**src/rtl/core/etrc_pkg.sv**
```systemverilog
// etrc_pkg: shared constants and control types for the edge trigger ring capture
// no dependencies; used by etrc_ctrl, etrc_datapath and edge_trigger_ring_capture
`default_nettype none

package etrc_pkg;

   localparam int DEPTH_DEFAULT = 64;
   localparam int SAMPLE_W      = 12;
   localparam int PRE_DIVISOR   = 10;

   // item opcodes
   localparam logic OP_SAMPLE = 1'b0;
   localparam logic OP_ARM    = 1'b1;

   // commands from the controller to the datapath
   typedef struct packed {
      logic commit;       // store a sample, check trigger, advance write index
      logic commit_hold;  // commit data comes from the hold register
      logic arm_we;       // load arming state from the request
      logic hold_we;      // park the request sample while a dump runs
      logic dump_start;   // point the read side at the oldest entry, clear pending
      logic rd_en;        // read ring at the dump pointer
      logic out_load;     // move read data into the response register
   } cmd_type;

   // status from the datapath to the controller
   typedef struct packed {
      logic dump_due;     // capture pending and write index at end position
      logic rd_last;      // the word being loaded is the last of the dump
      logic out_free;     // response register can take a word this cycle
   } sts_type;

endpackage

`default_nettype wire

```
**src/rtl/core/etrc_ctrl.sv**
```systemverilog
// etrc_ctrl: sequencer for item acceptance and ring dumps
// depends on etrc_pkg
`default_nettype none

module etrc_ctrl (
   input  wire logic             clock,
   input  wire logic             reset,
   input  wire logic             req_valid,
   input  wire logic             req_op,
   output logic                  req_stall,
   input  wire etrc_pkg::sts_type sts,
   output etrc_pkg::cmd_type     cmd
);

   typedef enum logic [1:0] {
      ST_IDLE,
      ST_DUMP_RD,
      ST_DUMP_OUT,
      ST_COMMIT
   } state_type;

   state_type state_ff, state_in;
   logic      stall_ff;

   assign req_stall = stall_ff;

   always_comb begin
      cmd      = '0;
      state_in = state_ff;
      unique case (state_ff)
         ST_IDLE: begin
            if (req_valid) begin
               if (req_op == etrc_pkg::OP_ARM) begin
                  cmd.arm_we = 1'b1;
               end else if (sts.dump_due) begin
                  cmd.hold_we    = 1'b1;
                  cmd.dump_start = 1'b1;
                  state_in       = ST_DUMP_RD;
               end else begin
                  cmd.commit = 1'b1;
               end
            end
         end
         ST_DUMP_RD: begin
            cmd.rd_en = 1'b1;
            state_in  = ST_DUMP_OUT;
         end
         ST_DUMP_OUT: begin
            if (sts.out_free) begin
               cmd.out_load = 1'b1;
               if (sts.rd_last) begin
                  state_in = ST_COMMIT;
               end else begin
                  cmd.rd_en = 1'b1;
               end
            end
         end
         ST_COMMIT: begin
            cmd.commit      = 1'b1;
            cmd.commit_hold = 1'b1;
            state_in        = ST_IDLE;
         end
         default: begin
            state_in = ST_IDLE;
         end
      endcase
   end

   always_ff @(posedge clock) begin
      if (reset) begin
         state_ff <= ST_IDLE;
         stall_ff <= 1'b0;
      end else begin
         state_ff <= state_in;
         stall_ff <= (state_in != ST_IDLE);
      end
   end

endmodule

`default_nettype wire

```
**src/rtl/core/etrc_datapath.sv**
```systemverilog
// etrc_datapath: sample ring, trigger detect, dump read path and response register
// depends on etrc_pkg
`default_nettype none

module etrc_datapath #(
   parameter int DEPTH = etrc_pkg::DEPTH_DEFAULT
) (
   input  wire logic                          clock,
   input  wire logic                          reset,
   input  wire etrc_pkg::cmd_type             cmd,
   output etrc_pkg::sts_type                  sts,
   input  wire logic [etrc_pkg::SAMPLE_W-1:0] req_sample,
   input  wire logic                          req_arm_state,
   input  wire logic                          csr_we,
   input  wire logic [etrc_pkg::SAMPLE_W-1:0] csr_wdata,
   output logic                               rsp_valid,
   input  wire logic                          rsp_stall,
   output logic [etrc_pkg::SAMPLE_W-1:0]      rsp_dump_sample,
   output logic                               rsp_last_of_dump
);

   localparam int IDX_W = $clog2(DEPTH);
   localparam int BACK  = (DEPTH / etrc_pkg::PRE_DIVISOR) % DEPTH;
   localparam logic [IDX_W-1:0] LAST_IDX = IDX_W'(DEPTH - 1);
   localparam logic [IDX_W-1:0] BACK_IDX = IDX_W'(BACK);

   logic [etrc_pkg::SAMPLE_W-1:0] ring_mem [DEPTH];
   logic [DEPTH-1:0]              written_ff;

   logic [IDX_W-1:0]              wr_ff, end_ff, ptr_ff, cnt_ff;
   logic                          pending_ff, armed_ff;
   logic [etrc_pkg::SAMPLE_W-1:0] prev_ff, level_ff, hold_ff;
   logic [etrc_pkg::SAMPLE_W-1:0] rd_data_ff;
   logic                          rd_ok_ff;
   logic                          out_valid_ff, out_last_ff;
   logic [etrc_pkg::SAMPLE_W-1:0] out_data_ff;

   logic [etrc_pkg::SAMPLE_W-1:0] commit_data;
   logic                          rising, falling, fire;
   logic [IDX_W-1:0]              wr_in, end_in, rd_word, end_wrap;

   assign commit_data = cmd.commit_hold ? hold_ff : req_sample;
   assign rising  = (prev_ff < level_ff) && (commit_data >= level_ff);
   assign falling = (prev_ff > level_ff) && (commit_data <= level_ff);
   assign fire    = armed_ff && (rising || falling);

   assign wr_in    = (wr_ff == LAST_IDX) ? '0 : wr_ff + 1'b1;
   // pre-trigger history: end sits BACK slots before the trigger slot
   assign end_wrap = wr_ff + IDX_W'(DEPTH - BACK);
   assign end_in   = (wr_ff >= BACK_IDX) ? (wr_ff - BACK_IDX) : end_wrap;

   // dump word counter starts from zero
   assign rd_word = '0;

   assign sts.dump_due = pending_ff && (wr_ff == end_ff);
   assign sts.rd_last  = (cnt_ff == LAST_IDX);
   assign sts.out_free = !out_valid_ff || !rsp_stall;

   assign rsp_valid        = out_valid_ff;
   assign rsp_dump_sample  = out_data_ff;
   assign rsp_last_of_dump = out_last_ff;

   // ring storage and its registered read port
   always_ff @(posedge clock) begin
      if (cmd.commit) begin
         ring_mem[wr_ff] <= commit_data;
      end
      if (cmd.rd_en) begin
         rd_data_ff <= ring_mem[ptr_ff];
      end
   end

   // payload registers
   always_ff @(posedge clock) begin
      if (cmd.hold_we) begin
         hold_ff <= req_sample;
      end
      if (cmd.out_load) begin
         out_data_ff <= rd_ok_ff ? rd_data_ff : {etrc_pkg::SAMPLE_W{1'b0}};
         out_last_ff <= sts.rd_last;
      end
      if (cmd.dump_start) begin
         ptr_ff <= wr_ff;
      end else if (cmd.rd_en) begin
         ptr_ff <= (ptr_ff == LAST_IDX) ? '0 : ptr_ff + 1'b1;
      end
      if (cmd.dump_start) begin
         cnt_ff <= rd_word;
      end else if (cmd.out_load) begin
         cnt_ff <= cnt_ff + 1'b1;
      end
   end

   // control state
   always_ff @(posedge clock) begin
      if (reset) begin
         written_ff   <= '0;
         wr_ff        <= '0;
         end_ff       <= '0;
         pending_ff   <= 1'b0;
         armed_ff     <= 1'b0;
         prev_ff      <= '0;
         level_ff     <= '0;
         rd_ok_ff     <= 1'b0;
         out_valid_ff <= 1'b0;
      end else begin
         if (csr_we) begin
            level_ff <= csr_wdata;
         end
         if (cmd.arm_we) begin
            armed_ff <= req_arm_state;
         end
         if (cmd.dump_start) begin
            pending_ff <= 1'b0;
         end
         if (cmd.commit) begin
            written_ff[wr_ff] <= 1'b1;
            prev_ff           <= commit_data;
            wr_ff             <= wr_in;
            if (fire) begin
               end_ff     <= end_in;
               pending_ff <= 1'b1;
               armed_ff   <= 1'b0;
            end
         end
         if (cmd.rd_en) begin
            rd_ok_ff <= written_ff[ptr_ff];
         end
         if (cmd.out_load) begin
            out_valid_ff <= 1'b1;
         end else if (!rsp_stall) begin
            out_valid_ff <= 1'b0;
         end
      end
   end

endmodule

`default_nettype wire

```
**src/rtl/core/edge_trigger_ring_capture.sv**
```systemverilog
// edge_trigger_ring_capture: scope capture with edge trigger and pre-trigger history
// depends on etrc_pkg, etrc_ctrl and etrc_datapath
//
// usage
//   req channel: one word per handshake (req_valid high, req_stall low).
//     req_op selects a converter sample (req_sample) or an arming update
//     (req_arm_state). samples can stream at one per clock while no dump
//     is running.
//   csr port: csr_we writes csr_wdata as the trigger level; write only
//     while the block is idle.
//   rsp channel: dump words, oldest first, rsp_last_of_dump on the last.
//     a dump holds DEPTH words, all stored samples of the ring.
//   a dump is triggered by the first sample word that arrives once the
//     write position reaches the end position after a crossing. req_stall
//     then stays high until the held sample is stored, also while
//     rsp_stall is held; words pass the ring read register and the response
//     register, one word per cycle from the single ring read port unless stalled.
//   when the receiver stalls, the response register holds its word and
//     the dump sequencer waits; the triggering sample is stored after the
//     last dump word has been loaded.
//   reset clears the ring (per-entry written bits, unwritten slots read
//     as zero), indexes, arming, pending capture and the trigger level.
//   no clearing pass is needed after reset.
`default_nettype none

module edge_trigger_ring_capture #(
   parameter int DEPTH = etrc_pkg::DEPTH_DEFAULT
) (
   input  wire logic                          clock,
   input  wire logic                          reset,
   // request channel
   input  wire logic                          req_valid,
   output logic                               req_stall,
   input  wire logic                          req_op,
   input  wire logic [etrc_pkg::SAMPLE_W-1:0] req_sample,
   input  wire logic                          req_arm_state,
   // response channel
   output logic                               rsp_valid,
   input  wire logic                          rsp_stall,
   output logic [etrc_pkg::SAMPLE_W-1:0]      rsp_dump_sample,
   output logic                               rsp_last_of_dump,
   // trigger level register
   input  wire logic                          csr_we,
   input  wire logic [etrc_pkg::SAMPLE_W-1:0] csr_wdata
);

   // command and status between sequencer and datapath
   etrc_pkg::cmd_type cmd;
   etrc_pkg::sts_type sts;

   // sequencer: accepts words, runs the dump, then commits the held sample
   etrc_ctrl u_ctrl (
      .clock     (clock),
      .reset     (reset),
      .req_valid (req_valid),
      .req_op    (req_op),
      .req_stall (req_stall),
      .sts       (sts),
      .cmd       (cmd)
   );

   // ring, trigger compare, end position and response register
   etrc_datapath #(
      .DEPTH (DEPTH)
   ) u_datapath (
      .clock            (clock),
      .reset            (reset),
      .cmd              (cmd),
      .sts              (sts),
      .req_sample       (req_sample),
      .req_arm_state    (req_arm_state),
      .csr_we           (csr_we),
      .csr_wdata        (csr_wdata),
      .rsp_valid        (rsp_valid),
      .rsp_stall        (rsp_stall),
      .rsp_dump_sample  (rsp_dump_sample),
      .rsp_last_of_dump (rsp_last_of_dump)
   );

endmodule

`default_nettype wire
```
**config.mk**
```make
export PLATFORM = sky130hd
export DESIGN_NAME = edge_trigger_ring_capture
export DESIGN_NICKNAME = d
export VERILOG_FILES = /design/src/rtl/core/etrc_pkg.sv /design/src/rtl/core/etrc_ctrl.sv /design/src/rtl/core/etrc_datapath.sv /design/src/rtl/core/edge_trigger_ring_capture.sv
export SDC_FILE = /design/constraint.sdc
export NUM_CORES = 1
export LEC_CHECK = 0
export CAP_MARGIN = 15
export CORE_ASPECT_RATIO = 1.1
export CORE_MARGIN = 8
export CORE_UTILIZATION = 30
export DETAILED_ROUTE_END_ITERATION = 10
export DONT_BUFFER_PORTS = 1
export GPL_TIMING_DRIVEN = 0
export PLACE_DENSITY = 0.53
export SLEW_MARGIN = 15
export SYNTH_ARGS = -nofsm -noshare
export SYNTH_HDL_FRONTEND = slang
export SYNTH_SLANG_ARGS = --single-unit
```
**constraint.sdc**
```tcl
create_clock -name clock -period 4.6 [get_ports clock]
set_clock_uncertainty 0.15 [all_clocks]
set_input_delay 0.69 -clock clock [delete_from_list [all_inputs] [get_ports clock]]
set_output_delay 0.69 -clock clock [all_outputs]
set_load 0.05 [all_outputs]
```
==> summary.txt <==
Clock tree
  – Num CTS Buffers: 93
  – Clock root buffer: clkbuf_16
  – Clk Latency, worst-skew pair: 0.65 ns
  – Clk sink count: 924
  – Number of H-tree levels: 3
  – Max clock buf depth: 3
  – CTS tree: yes
  – Setup bufs post-CTS: 0
  – Clock transition at path regs: 0.06 ns

Worst setup path
  – Data arrival time of the critical path: 4.59 ns
  – RR Startpoint: u_ctrl.state_ff[0]$_SDFF_PP0_
  – Worst stage delay on the critical path: 0.55 ns
  – Worst setup path start: u_ctrl.state_ff[0]$_SDFF_PP0_
  – Crit Path Category: reg -> reg
  – Critical Path Sink Type: flop
  – Crit path max-delay family: buffers and inverters
  – CP required: 4.96 ns
  – Worst path cell trace: ha_1 > clkbuf_2 > mux2_4 > buf_12 > ha_1 > a21o_1 > nand3_1 > a21oi_1 > or4_1 > o2111ai_1 > clkbuf_1 > or3_1 > a21oi_1
  – CP max stage cell: or4_1
  – Worst Path Buf+Inv: 3
  – Reg2reg setup slack: 0.36 ns
  – CP Max Fanout: 34
  – Crit path launch type: flop

Final layout
  – Area Growth Syn to Fin: 15.3%
  – Share of cells above drive strength 1: 23.7%
  – Nets: 2101
  – Commonest non-fill, non-tap cell in the layout: edfxtp_1
  – Commonest cells after routing, fill and taps aside: edfxtp_1 (811), mux4_2 (232), nor2_1 (141)
  – Fill cell count: 11300
  – Antenna cells: 0

Pwr
  – Pwr/cell area: 418 nW/um^2
  – Leak pwr: 13.3 nW
  – Peak VDD IR: 0.259 mV

STA
  – Period minus WS final: 4.24 ns
  – Setup ws final: 0.361 ns
  – Worst-Margin Slew: 1.20 ns
  – Final hold viol count: 0
  – Relative slew margins: 19.9%
  – Setup violators final: 0
  – RSZ-0062 raised after global routing: no
  – Part of the cycle the worst path needs: 92.1%
  – Hold_ws: 0.0481 ns
  – Slew Limit Fails: 0
  – Fmax: 236 MHz

Routing
  – Routed WL per cell: 25.2 um
  – WL final: 92.5 mm
  – Detailed Routing Iterations Pass 1: 5
  – Number of remaining DRC errors: 0
  – DR vias: 18200
  – Post-DRT Antenna Nets: 0
  – DR iter-0 viols: 1630
  – Vias per cell: 4.96

Floorplanning
  – Ports: 46
  – Die X: 348 um
  – Site Rows: 134
  – Die Y: 381 um
  – Starting density of the core: 30.1%
  – Core Region: 121000 um^2
  – Area of the die: 133000 um^2

Place
  – Port bufs: 0
  – RD Place Congestion: 0.826
  – Dpl ws: 0.0385 ns
  – Post-DP HPWL: 62.1 mm

Run
  – Total of max-cap violations: 0

Status
  – Status: complete, no violations

GRT
  – Largest net degree at the start of global routing: 67
  – Total gr overflow: 0
  – Initial antenna violation count: 1
  – GRT Total Usage: 13.7%
  – Global-route wire length before repair: 135 mm
  – Vias in the first global route: 19100

Logic synthesis
  – Sequential element share of the synthesized area: 73.2%
  – Post-Syn Area per Cell: 19.1 um^2
  – Post-Syn Instances: 1906
  – Post-synth EDFFs: 811
  – Most used DFF post-synth: edfxtp_1
  – Unique masters post-synth: 51
  – Warnings from Yosys: 0
  – FFs w/ async S/R, synth: 0%
  – Mapped cell area: 36400 um^2
  – #FFs+latches synth: 924
  – Mapped Nets: 1973

Hold path
  – Hold_sp: csr_wdata[0]
  – HP Class: in -> reg
metal layers:
layer,track usage [%],share of wire (%)
met2,24.7,52
met4,3.89,2.1
met3,1.65,3.9
met1,17.3,42
met5,0,0
worst paths after layout:
path,cells after the start,end
max,13,u_datapath.end_ff[4]$_SDFFE_PP0P_
min,2,u_datapath.level_ff[0]$_SDFFE_PP0P_
max reg2reg,13,u_datapath.end_ff[4]$_SDFFE_PP0P_
min reg2reg,2,u_datapath.written_ff[31]$_SDFFE_PP0P_
area by class of cell:
class	count	area [um^2]	share of cell area, %
sequential	924	26600	63.5
multi-input combinational	852	9350	22.3
clock buffer	116	2450	5.86
tap	1564	1960	4.67
buffer	106	510	1.22
clock inverter	55	500	1.19
timing repair buffer	33	444	1.06
inverter	24	92.6	0.221
cells by family after synthesis:
group                    share of synthesized area, %
multiplexers                                     16.8
adder cells (fa/ha/maj)                          1.24
flip-flops                                       73.2
XOR/XNOR                                        0.506
buffers and inverters                            1.65
AO/OA/AOI/OAI                                    2.70
AND/OR/NAND/NOR                                  3.91
registers in the layout (all words and copies together), names as in the netlist:
register and flops:
u_datapath.ring_mem 768, u_datapath.written_ff 64, u_datapath.hold_ff 12, u_datapath.level_ff 12, u_datapath.prev_ff 12, u_datapath.rd_data_ff 12, u_datapath.rsp_dump_sample 12, u_datapath.cnt_ff 6
u_datapath.end_ff 6, u_datapath.ptr_ff 6, u_datapath.wr_ff 6, u_ctrl.state_ff 2, u_ctrl.req_stall 1, u_datapath.armed_ff 1, u_datapath.pending_ff 1, u_datapath.rd_ok_ff 1
u_datapath.rsp_last_of_dump 1, u_datapath.rsp_valid 1
synthesized netlist by cell type, types with 3 or more instances:
cell type,count,area (um^2)
buf_4,4,30.0
xnor2_1,10,87.6
and3_1,4,25.0
nor2b_1,10,62.6
edfxtp_1,811,24400
nand3_1,12,60.1
o22ai_1,12,75.1
a21oi_1,73,365
xor2_1,11,96.3
clkbuf_1,58,218
o221ai_1,24,210
nor2_1,199,747
a311oi_1,3,26.3
dfxtp_1,113,2260
o21ai_1,3,15.0
ha_1,36,450
nor3_1,4,20.0
o21ai_0,12,60.1
mux2_2,12,135
o211ai_1,3,22.5
buf_6,8,90.1
buf_1,8,30.0
a211oi_1,5,37.5
nand2_1,36,135
mux4_2,232,5230
and2_1,19,119
or3_1,5,31.3
a22oi_1,8,60.1
mux2i_1,74,741
nand3b_1,3,22.5
a21o_1,5,37.5
inv_1,24,90.1
nand2b_1,8,50.1
buf_2,28,140
nand4_1,9,56.3
per-stage QoR:
stage	total power, mW	area (um^2)	instances	setup TNS [ns]	utilization, %
2_1_floorplan	9.96	36400	1906	0	-
3_3_place_gp	10.3	38300	3470	-2.23	31.7
3_5_place_dp	10.3	38700	3486	0	32.1
4_1_cts	17.7	41800	3671	0	34.7
5_1_grt	18.1	41900	3674	0	34.7
6_report	17.5	41900	3674	0	34.7
what timing repair did:
item | in CTS | in global routing
hold endpoints to repair | 14 | 0
endpoints found under the setup margin | 0 | 7
hold buffers | 14 | 0
gates resized for setup | 0 | 3
where the power goes:
part,switching [mW],total [mW],internal [mW]
Combinational,0.591,0.877,0.286
Sequential,0.0667,9.27,9.21
Clock,3.19,7.38,4.19
(Power assumes the default switching activity.)
